[src/hw/rtl/pma_pkg.sv]
// Shared types, widths and constants of the pointer motion accelerator.
package pma_pkg;

   // Field widths
   localparam int SENS_W       = 9;
   localparam int DIM_W        = 14;
   localparam int HOT_W        = 8;
   localparam int RAW_W        = 16;
   localparam int MAG_W        = 17;
   localparam int GAIN_W       = 8;
   localparam int FACTOR_W     = 10;
   localparam int MOVE_MAG_W   = 19;
   localparam int MOVE_W       = 20;
   localparam int HOT_SCALED_W = 9;
   localparam int POS_OUT_W    = 13;
   localparam int DRAW_W       = 14;
   localparam int BTN_W        = 8;
   localparam int CSR_IDX_W    = 3;
   localparam int CSR_DATA_W   = 14;

   // Shared multiplier
   localparam int MUL_W       = 26;
   localparam int BIAS_W      = 7;
   localparam int PROD_W      = 2 * MUL_W;
   localparam int RECIP_SHIFT = 32;
   // ceil(2^32 / 100): exact floor quotient for dividends below 2^30
   localparam logic [MUL_W-1:0] RECIP_100 = 26'd42949673;

   // Register indexes
   localparam logic [CSR_IDX_W-1:0] CSR_SENS   = 3'd0;
   localparam logic [CSR_IDX_W-1:0] CSR_WIDTH  = 3'd1;
   localparam logic [CSR_IDX_W-1:0] CSR_HEIGHT = 3'd2;
   localparam logic [CSR_IDX_W-1:0] CSR_HOT_X  = 3'd3;
   localparam logic [CSR_IDX_W-1:0] CSR_HOT_Y  = 3'd4;

   // Register limits and reset values
   localparam logic [SENS_W-1:0] SENS_MIN     = 9'd10;
   localparam logic [SENS_W-1:0] SENS_MAX     = 9'd400;
   localparam logic [SENS_W-1:0] SENS_RESET   = 9'd100;
   localparam logic [DIM_W-1:0]  WIDTH_RESET  = 14'd1920;
   localparam logic [DIM_W-1:0]  HEIGHT_RESET = 14'd1080;

   // Acceleration thresholds and gains (percent)
   localparam logic [MAG_W-1:0]  THR_HIGH   = 17'd24;
   localparam logic [MAG_W-1:0]  THR_MID    = 17'd12;
   localparam logic [MAG_W-1:0]  THR_LOW    = 17'd6;
   localparam logic [GAIN_W-1:0] GAIN_HIGH  = 8'd220;
   localparam logic [GAIN_W-1:0] GAIN_MID   = 8'd170;
   localparam logic [GAIN_W-1:0] GAIN_LOW   = 8'd130;
   localparam logic [GAIN_W-1:0] GAIN_UNITY = 8'd100;
   localparam logic [GAIN_W-1:0] HOT_SCALE  = 8'd150;
   localparam logic [BIAS_W-1:0] ROUND_BIAS = 7'd50;

   typedef struct packed {
      logic [SENS_W-1:0] sens;
      logic [DIM_W-1:0]  width;
      logic [DIM_W-1:0]  height;
      logic [HOT_W-1:0]  hot_x;
      logic [HOT_W-1:0]  hot_y;
   } cfg_type;

   typedef struct packed {
      logic [MUL_W-1:0]  a;
      logic [MUL_W-1:0]  b;
      logic [BIAS_W-1:0] c;
   } mac_op_type;

   typedef enum logic [3:0] {
      ST_IDLE,
      ST_X_GAIN,
      ST_X_FDIV,
      ST_X_MAG,
      ST_X_SDIV,
      ST_Y_GAIN,
      ST_Y_FDIV,
      ST_Y_MAG,
      ST_Y_SDIV,
      ST_HX_MUL,
      ST_HX_DIV,
      ST_HY_MUL,
      ST_HY_DIV,
      ST_HOT_CAP,
      ST_UPDATE
   } state_type;

endpackage

[src/hw/rtl/pma_mac.sv]
// Shared multiply-add unit with registered product.
module pma_mac (
   input  logic                                  clock,
   input  pma_pkg::mac_op_type                   op,
   output logic [pma_pkg::PROD_W-1:0]            prod
);

   logic [pma_pkg::PROD_W-1:0] prod_ff;
   logic [pma_pkg::PROD_W-1:0] prod_in;

   // a * b + c
   assign prod_in = pma_pkg::PROD_W'(op.a) * pma_pkg::PROD_W'(op.b)
                    + pma_pkg::PROD_W'(op.c);

   always_ff @(posedge clock) begin
      prod_ff <= prod_in;
   end

   assign prod = prod_ff;

endmodule

[config.mk]
export PLATFORM = sky130hd
export DESIGN_NAME = pma_mac
export DESIGN_NICKNAME = d
export VERILOG_FILES = /design/src/hw/rtl/pma_pkg.sv /design/src/hw/rtl/pma_mac.sv
export SDC_FILE = /design/constraint.sdc
export NUM_CORES = 2
export LEC_CHECK = 0
export BUFFER_PORTS_ARGS = -buffer_cell sky130_fd_sc_hd__buf_2
export CORE_UTILIZATION = 30
export CTS_BUF_LIST = sky130_fd_sc_hd__clkbuf_8
export DETAILED_ROUTE_END_ITERATION = 7
export SYNTH_ARGS = -nofsm -noshare
export SYNTH_HDL_FRONTEND = slang
export SYNTH_SLANG_ARGS = --single-unit
[constraint.sdc]
create_clock -name clock -period 17.8 [get_ports clock]
set_input_delay 3.56 -clock clock [delete_from_list [all_inputs] [get_ports clock]]
set_output_delay 3.56 -clock clock [all_outputs]
set_load 0.01 [all_outputs]
==> out/metrics.cfg <==
[worst_setup_path]
path_class = input pin to flop
path_max_fanout = 26
end_kind = flop
required_ns = 18.08
startpoint_type = input pin
cp.arrival_ns = 10.53

[final_layout]
fin_nets = 3485
utilization_pct = 32.3
fin_cells = 3676
area_growth_pct = 6.19
largest_reg_flops = 52
drive_gt1_share_pct = 5.09
mostFrequentLayoutCell = inv_1
final_cell_mix = inv_1 (659), fa_1 (581), nand2_1 (412)

[floorplan]
die-area_um2 = 80200
io_pins = 112
rows = 102
start_util_pct = 30.5
dieHeight_um = 283
die_w_um = 283
core_um2 = 77800

[logic_synthesis]
yosysWarnings = 0
synth_seq_area_share_pct = 4.39
synth_edf_count = 0
async_flop_share_pct = 0
syn-mean-instance-area_um2 = 8.98
yosysUniqueCellTypes = 54
ys.flop_type = dfxtp_1
netlist_area_um2 = 23700
syn-num-nets = 3493
synth_top_area_cell = fa_1
synth_top_area_share_pct = 49.0
synthCells = 2642
ys_ff_latch = 52
ys_top_cells_by_area = fa_1 (49%), ha_1 (11%), inv_1 (10%)

[grt]
grt_max_degree = 27
antenna_found_initial = 2
grt_pass1_wl_mm = 99.6
grt_usage_pct = 15.7
grt_pass1_vias = 18700
grt.overflow.total = 0

[detailed_routing]
drc = 0
drtPass1Iterations = 5
drtIter0Drc = 822
final_antenna_net_count = 0
wire_per_inst_um = 16.7
via_count = 17100
routed_wl_mm = 61.5
vias_per_cell = 4.65

[clock_tree]
numCtsBuffers = 5
clk_pin_slew_ns = 0.12
cts_tree = yes
cts_resized = 0
cts_hold_buffers = 0
cts_sinks = 52
post_cts_buffers = 0
htreeDepth = 2
cts_buffer_depth = 2
cts-root-buf = clkbuf_8

[timing]
whs_ns = 3.43
slew_headroom_pct = 53.2
maxSlewViolCount = 0
finalCritPeriodShare_pct = 57.6
finalSetupViolCount = 0
period_needed_ns = 10.26
worst_slew_pin_slew_ns = 0.702
rsz0062_at_grt = no
tns_ns = 0
hold_viol_final = 0
max_freq_mhz = 97.5

[placed_design]
detailed_place_hpwl_mm = 51.1
portBuffers = 111
gp_congestion = 0.843
dp_cells = 3667

[min_path]
hold_path.class = input pin to flop

[run_status]
status = complete, no violations

[run]
cap_viol_max_count = 0

kinds of logic (layout without fill, tap and decap cells):
family | after synthesis | count (layout) | synth area share [%]
XOR/XNOR | 47 | 47 | 1.74
AND/OR/NAND/NOR | 801 | 801 | 16.5
AO/OA/AOI/OAI | 164 | 164 | 4.71
adder cells (fa/ha/maj) | 791 | 791 | 60.1
other | 0 | 1 | 0
buffers and inverters | 786 | 779 | 12.5
flip-flops | 52 | 52 | 4.39
multiplexers | 1 | 1 | 0.0422
path summary, 6_finish.rpt:
| check | startpoint | end | slack (ns) | cells after the start |
|---|---|---|---|---|
| setup / recovery | op[9] | prod[51] | 7.54 | 22 |
| hold / removal | op[0] | prod[0] | 3.43 | 2 |
cell usage after synthesis (4+ instances only):
master and instances:
a211oi_1 5, a21o_1 15, a21oi_1 55, a31oi_1 6, and2_1 310, and3_1 9
buf_2 10, clkbuf_1 114, dfxtp_1 52, fa_1 581, ha_1 210, inv_1 659
nand2_1 412, nand2b_1 5, nand3_1 12, nand4_1 9, nor2_1 23, nor2b_1 6
nor3_1 8, o211ai_1 4, o21a_1 4, o21ai_0 25, o21ai_1 7, o21bai_1 11
xnor2_1 33, xor2_1 14
metrics by stage:
step	setup WS (ns)	area, um2
floorplan	7.98	23700
global placement	7.24	25100
detailed placement	7.24	25100
CTS	7.63	25200
global route	7.30	25200
finish	7.54	25200
metal layers:
metal / vias to the layer above / share of wire (%) / track usage [%]
li1: 7642 / - / -
met1: 8970 / 39 / 18.6
met2: 392 / 55 / 29.8
met3: 96 / 3.2 / 1.23
met4: 0 / 3.3 / 5.14
met5: - / 0 / 0
critical path, cell delays in order:
cell,delay [ns]
buf_2,0.47
nand2_1,0.17
fa_1,0.57
inv_1,0.06
fa_1,0.54
inv_1,0.06
fa_1,0.45
fa_1,0.55
inv_1,0.06
fa_1,0.53
fa_1,0.51
inv_1,0.05
fa_1,0.47
inv_1,0.04
ha_1,0.43
and3_1,0.26
nand4_1,0.20
a211oi_2,0.56
o211ai_2,0.22
o31a_1,0.38
o21ai_1,0.18
xnor2_1,0.16
cell type report:
class | count | area [um2]
inverter | 659 | 2470
fill | 8287 | 52700
tap | 1040 | 1300
clock buffer | 5 | 68.8
sequential | 52 | 1040
timing repair buffer | 112 | 563
antenna | 1 | 2.50
clock inverter | 3 | 25.0
multi-input combinational | 1804 | 19700
Power is left out: the tool's default activity adds up to more than one toggle a clock period on the data nets, which glitch-free logic cannot reach.
