<file path="config.mk">
export PLATFORM = sky130hd
export DESIGN_NAME = pma_csr
export DESIGN_NICKNAME = d
export VERILOG_FILES = /design/src/hw/rtl/pma_pkg.sv /design/src/hw/rtl/pma_csr.sv
export SDC_FILE = /design/constraint.sdc
export NUM_CORES = 1
export LEC_CHECK = 0
export BUFFER_PORTS_ARGS = -buffer_cell sky130_fd_sc_hd__buf_2
export CORE_ASPECT_RATIO = 1.2
export CORE_MARGIN = 5
export CORE_UTILIZATION = 25
export CTS_BUF_LIST = sky130_fd_sc_hd__clkbuf_8 sky130_fd_sc_hd__clkbuf_16
export DETAILED_ROUTE_END_ITERATION = 16
export GPL_TIMING_DRIVEN = 0
export MAX_ROUTING_LAYER = met4
export PLACE_DENSITY = 0.54
export SETUP_SLACK_MARGIN = 0.2
export SLEW_MARGIN = 5
export SYNTH_ARGS = -nofsm -noshare
export SYNTH_HDL_FRONTEND = slang
export SYNTH_SLANG_ARGS = --single-unit
</file>
<file path="constraint.sdc">
create_clock -name clock -period 1.57 [get_ports clock]
set_input_delay 0.0785 -clock clock [delete_from_list [all_inputs] [get_ports clock]]
set_output_delay 0.0785 -clock clock [all_outputs]
set_load 0.03 [all_outputs]
</file>
<file path="src/hw/rtl/pma_pkg.sv">
// Shared types, widths and constants of the pointer motion accelerator.
package pma_pkg;

   // Field widths
   localparam int SENS_W       = 9;
   localparam int DIM_W        = 14;
   localparam int HOT_W        = 8;
   localparam int RAW_W        = 16;
   localparam int MAG_W        = 17;
   localparam int GAIN_W       = 8;
   localparam int FACTOR_W     = 10;
   localparam int MOVE_MAG_W   = 19;
   localparam int MOVE_W       = 20;
   localparam int HOT_SCALED_W = 9;
   localparam int POS_OUT_W    = 13;
   localparam int DRAW_W       = 14;
   localparam int BTN_W        = 8;
   localparam int CSR_IDX_W    = 3;
   localparam int CSR_DATA_W   = 14;

   // Shared multiplier
   localparam int MUL_W       = 26;
   localparam int BIAS_W      = 7;
   localparam int PROD_W      = 2 * MUL_W;
   localparam int RECIP_SHIFT = 32;
   // ceil(2^32 / 100): exact floor quotient for dividends below 2^30
   localparam logic [MUL_W-1:0] RECIP_100 = 26'd42949673;

   // Register indexes
   localparam logic [CSR_IDX_W-1:0] CSR_SENS   = 3'd0;
   localparam logic [CSR_IDX_W-1:0] CSR_WIDTH  = 3'd1;
   localparam logic [CSR_IDX_W-1:0] CSR_HEIGHT = 3'd2;
   localparam logic [CSR_IDX_W-1:0] CSR_HOT_X  = 3'd3;
   localparam logic [CSR_IDX_W-1:0] CSR_HOT_Y  = 3'd4;

   // Register limits and reset values
   localparam logic [SENS_W-1:0] SENS_MIN     = 9'd10;
   localparam logic [SENS_W-1:0] SENS_MAX     = 9'd400;
   localparam logic [SENS_W-1:0] SENS_RESET   = 9'd100;
   localparam logic [DIM_W-1:0]  WIDTH_RESET  = 14'd1920;
   localparam logic [DIM_W-1:0]  HEIGHT_RESET = 14'd1080;

   // Acceleration thresholds and gains (percent)
   localparam logic [MAG_W-1:0]  THR_HIGH   = 17'd24;
   localparam logic [MAG_W-1:0]  THR_MID    = 17'd12;
   localparam logic [MAG_W-1:0]  THR_LOW    = 17'd6;
   localparam logic [GAIN_W-1:0] GAIN_HIGH  = 8'd220;
   localparam logic [GAIN_W-1:0] GAIN_MID   = 8'd170;
   localparam logic [GAIN_W-1:0] GAIN_LOW   = 8'd130;
   localparam logic [GAIN_W-1:0] GAIN_UNITY = 8'd100;
   localparam logic [GAIN_W-1:0] HOT_SCALE  = 8'd150;
   localparam logic [BIAS_W-1:0] ROUND_BIAS = 7'd50;

   typedef struct packed {
      logic [SENS_W-1:0] sens;
      logic [DIM_W-1:0]  width;
      logic [DIM_W-1:0]  height;
      logic [HOT_W-1:0]  hot_x;
      logic [HOT_W-1:0]  hot_y;
   } cfg_type;

   typedef struct packed {
      logic [MUL_W-1:0]  a;
      logic [MUL_W-1:0]  b;
      logic [BIAS_W-1:0] c;
   } mac_op_type;

   typedef enum logic [3:0] {
      ST_IDLE,
      ST_X_GAIN,
      ST_X_FDIV,
      ST_X_MAG,
      ST_X_SDIV,
      ST_Y_GAIN,
      ST_Y_FDIV,
      ST_Y_MAG,
      ST_Y_SDIV,
      ST_HX_MUL,
      ST_HX_DIV,
      ST_HY_MUL,
      ST_HY_DIV,
      ST_HOT_CAP,
      ST_UPDATE
   } state_type;

endpackage

</file>
<file path="src/hw/rtl/pma_csr.sv">
// Configuration registers with sensitivity saturation.
module pma_csr (
   input  logic                               clock,
   input  logic                               reset,
   input  logic                               csr_valid,
   output logic                               csr_ready,
   input  logic [pma_pkg::CSR_IDX_W-1:0]      csr_index,
   input  logic [pma_pkg::CSR_DATA_W-1:0]     csr_wdata,
   output pma_pkg::cfg_type                   cfg
);

   pma_pkg::cfg_type           cfg_ff;
   pma_pkg::cfg_type           cfg_in;
   logic [pma_pkg::SENS_W-1:0] sens_raw;
   logic [pma_pkg::SENS_W-1:0] sens_sat;

   // writes are taken whenever the block is out of reset
   assign csr_ready = !reset;

   // Sensitivity saturates into its legal range
   always_comb begin
      sens_raw = csr_wdata[pma_pkg::SENS_W-1:0];
      if (sens_raw < pma_pkg::SENS_MIN) begin
         sens_sat = pma_pkg::SENS_MIN;
      end else if (sens_raw > pma_pkg::SENS_MAX) begin
         sens_sat = pma_pkg::SENS_MAX;
      end else begin
         sens_sat = sens_raw;
      end
   end

   // Register decode; unknown indexes are dropped
   always_comb begin
      cfg_in = cfg_ff;
      if (csr_valid) begin
         unique case (csr_index)
            pma_pkg::CSR_SENS:   cfg_in.sens   = sens_sat;
            pma_pkg::CSR_WIDTH:  cfg_in.width  = csr_wdata;
            pma_pkg::CSR_HEIGHT: cfg_in.height = csr_wdata;
            pma_pkg::CSR_HOT_X:  cfg_in.hot_x  = csr_wdata[pma_pkg::HOT_W-1:0];
            pma_pkg::CSR_HOT_Y:  cfg_in.hot_y  = csr_wdata[pma_pkg::HOT_W-1:0];
            default:             cfg_in = cfg_ff;
         endcase
      end
   end

   always_ff @(posedge clock) begin
      if (reset) begin
         cfg_ff.sens   <= pma_pkg::SENS_RESET;
         cfg_ff.width  <= pma_pkg::WIDTH_RESET;
         cfg_ff.height <= pma_pkg::HEIGHT_RESET;
         cfg_ff.hot_x  <= '0;
         cfg_ff.hot_y  <= '0;
      end else begin
         cfg_ff <= cfg_in;
      end
   end

   assign cfg = cfg_ff;

endmodule

</file>
==> reports/results.txt <==
outcome - finished, final reports clean
pins over their slew limit - 0
final core utilization - 0.330
via count of the first global-routing pass - 1678
Initial DRC Count - 109
iteration count of the initial detailed-routing pass - 4
Highest Clock Rate - 917 MHz
Max-slew headroom - 0.536
Port Buffer Count - 67
mux contribution to synthesized area - 0.0399
Crit path arrival time - 1.01 ns
Bufs on Longest Clock Path - 2
Post-Synth Simple-Gate Area - 0.264
peak fanout along the critical path - 10
Cell Rows - 35
Routed Wire Length - 6.06 mm
clock tree from TritonCTS - done
average wire length per cell after detail routing - 14.9 µm
Core ar. - 7750 µm²
count of flip-flops with a built-in enable after synthesis - 0
synth-to-layout area growth - 27.5%
post-route clock period utilization - 0.695
GRT Residual Overflow - 0
global router's overall resource usage - 0.125
fraction of layout cells with a size suffix above 1 - 0.274
transition time of the tightest slew-check pin - 0.685 ns
number of violations of the max-capacitance limit - 0
hold endpoint - cfg[27]
unrepaired setup endpoints after global routing - no
pwr dens - 954 nW/µm²
via count - 1855
count of cells along the worst register-to-register path - 2
initial antenna violation count - 0
largest clock skew in the final design - 0 ns
share of the synthesized area in compound gates (AO/OA/AOI/OAI) - 0.120
final critical-path setup slack - 0.480 ns
main area contributors after synthesis - dfxtp_1 53%, nand2_1 15%, a21oi_1 9.5%
antenna viol nets, final - 0
initial core utilization - 0.259
cell chosen for the clock root - clkbuf_8
worst supply voltage drop on vdd - 0.000325 V
Worst Path Required - 1.49 ns
warnings from Yosys - 0
number of nets in the final layout - 334
post-synthesis cell type with the largest combined area - dfxtp_1
total leakage power - 1.09 nW
Final Hold Fails - 0
post-synthesis cell area - 2010 µm²
DR top layer - met4
number of placed instances, taps included - 397
clock input transition at the sequential cells of the worst setup and hold paths - 0.10 ns
startpoint of the worst-slack reg-to-reg timing path - cfg[48]
total length of routed met3 wires - 287 µm
reg2reg setup slack - 0.91 ns
area of the multi-input gates - 850 µm²
number of buffers created by CTS - 5
accumulated negative setup slack - 0 ns
CTS-repair resized insts - 0
I/O pins - 74
class of the most critical setup path - in2out
adder-cell share of the synthesized area - 0
number of distinct standard cells referenced by the synthesized netlist - 27
proportion of netlist area held by the largest area contributor - 0.529
CP endpoint kind - output port
most used standard cell by instance count after synthesis - nand2_1
Most used DFF post-synth - dfxtp_1
setup violators final - 0
total length of routed met2 wires - 2.94 mm
syn avg cell area - 8.43 µm²
worst hold path cell count - 3
final std cells w/o fill - 406
first-pass GRT wire length - 9.29 mm
post-synthesis sequential area ratio - 0.529
number of H-tree levels - 2
most numerous cell types in the synthesized netlist - 78 x nand2_1, 53 x dfxtp_1, 38 x a21oi_1
worst min-delay path startpoint - csr_wdata[11]
overall die height - 108 µm
M1 wire length - 2.75 mm
# diodes - 0
gpl congestion - 0.724
Die W - 91.8 µm
Post-Layout Inst Area - 2560 µm²
number of DRC violations after detailed routing - 0
reg-to-reg critical path endpoint - cfg[48]
synthesized netlist cell count - 238
routed vias/inst - 4.57
type of element launching the critical path - input pin
pin count of the biggest net entering global routing - 16
TritonCTS sink count - 53
number of filler instances in the final layout - 851
sequential cell area in the final layout - 1060 µm²
Largest register FFs - 53
flip-flop and latch count after synthesis - 53
type of the most critical hold path - in2reg
main combinational cell family by area after synthesis - simple AND/OR/NAND/NOR gates
floorplan die area - 9930 µm²
worst setup slack after placement - 0.190 ns
xor and xnor area share after synthesis - 0
Placement Cell Area - 2460 µm²
minimum period implied by the final worst setup slack - 1.09 ns
half-perimeter wire length after detailed placement - 4.39 mm
Post-Synthesis Net Count - 258
later-pin clock latency in the skew report - 0.30 ns
Post-synth ARST share - 0
-- through the flow --
stage                     hold slack (ns)  power, mW
after floorplan                     0.201       1.60
after global placement              0.307       1.71
after detailed placement            0.309       1.72
after CTS                         0.00448       2.47
after global routing               0.0132       2.54
final                              0.0102       2.44
-- where the power goes --
group	switching [mW]	internal, mW
sequential	0.0157	1.38
clock	0.450	0.304
combinational	0.203	0.0899
-- cells in the final DEF, fill, tap and decap left out --
| master | n |
|---|---|
| a21oi_1 | 38 |
| a31oi_1 | 1 |
| a32o_1 | 1 |
| and3b_1 | 1 |
| and4_1 | 1 |
| and4b_1 | 1 |
| and4bb_2 | 2 |
| buf_2 | 70 |
| buf_4 | 1 |
| buf_6 | 2 |
| clkbuf_1 | 10 |
| clkbuf_2 | 2 |
| clkbuf_8 | 5 |
| clkinv_4 | 1 |
| dfxtp_1 | 53 |
| dlygate4sd3_1 | 2 |
| inv_1 | 2 |
| mux2i_1 | 8 |
| nand2_1 | 78 |
| nand3_1 | 12 |
| nand4b_1 | 1 |
| nand4bb_1 | 2 |
| nor2_1 | 9 |
| nor3_1 | 1 |
| nor4b_4 | 1 |
| nor4bb_1 | 1 |
| o21ai_0 | 5 |
| o311ai_1 | 1 |
| or2_2 | 1 |
| or4b_4 | 1 |
-- final cells by class --
type,count,area share
flip-flops and latches,53,0.415
multi-input cells,166,0.332
repair buffers,69,0.139
well taps,92,0.0450
plain buffers,18,0.0362
clock buffers,5,0.0269
clock inverters,2,0.00489
inverters,1,0.00147
-- how the worst max path moves through the flow --
stage                     depth (start not counted)  slack [ns]    startpoint         to
after floorplan                                   4        0.35  csr_index[1]    cfg[44]
after global placement                            4        0.17  csr_wdata[7]    cfg[44]
after detailed placement                          4        0.19  csr_wdata[7]    cfg[44]
after CTS                                         4        0.48         reset  csr_ready
after global routing                              4        0.36         reset  csr_ready
final                                             4        0.48         reset  csr_ready
-- logic make-up after synthesis --
family,count (synthesis)
DFF,53
and+or+nand+nor,112
buffers and inverters,19
AOI/OAI and AO/OA,46
muxes,8
-- critical path, cell delays in order --
cell	delay, ns
clkbuf_1	0.13
inv_1	0.14
clkbuf_1	0.37
buf_2	0.28
-- metal layers --
layer,up-vias,global-route usage
met5,-,-
met3,5,0.0244
met1,858,0.155
met4,0,0.0414
met2,48,0.207
li1,944,-
-- timing repair --
item                      CTS  global route
hold buffers                2             0
setup buffers               0             0
hold endpoints to repair    3             0
(Power assumes the default switching activity.)
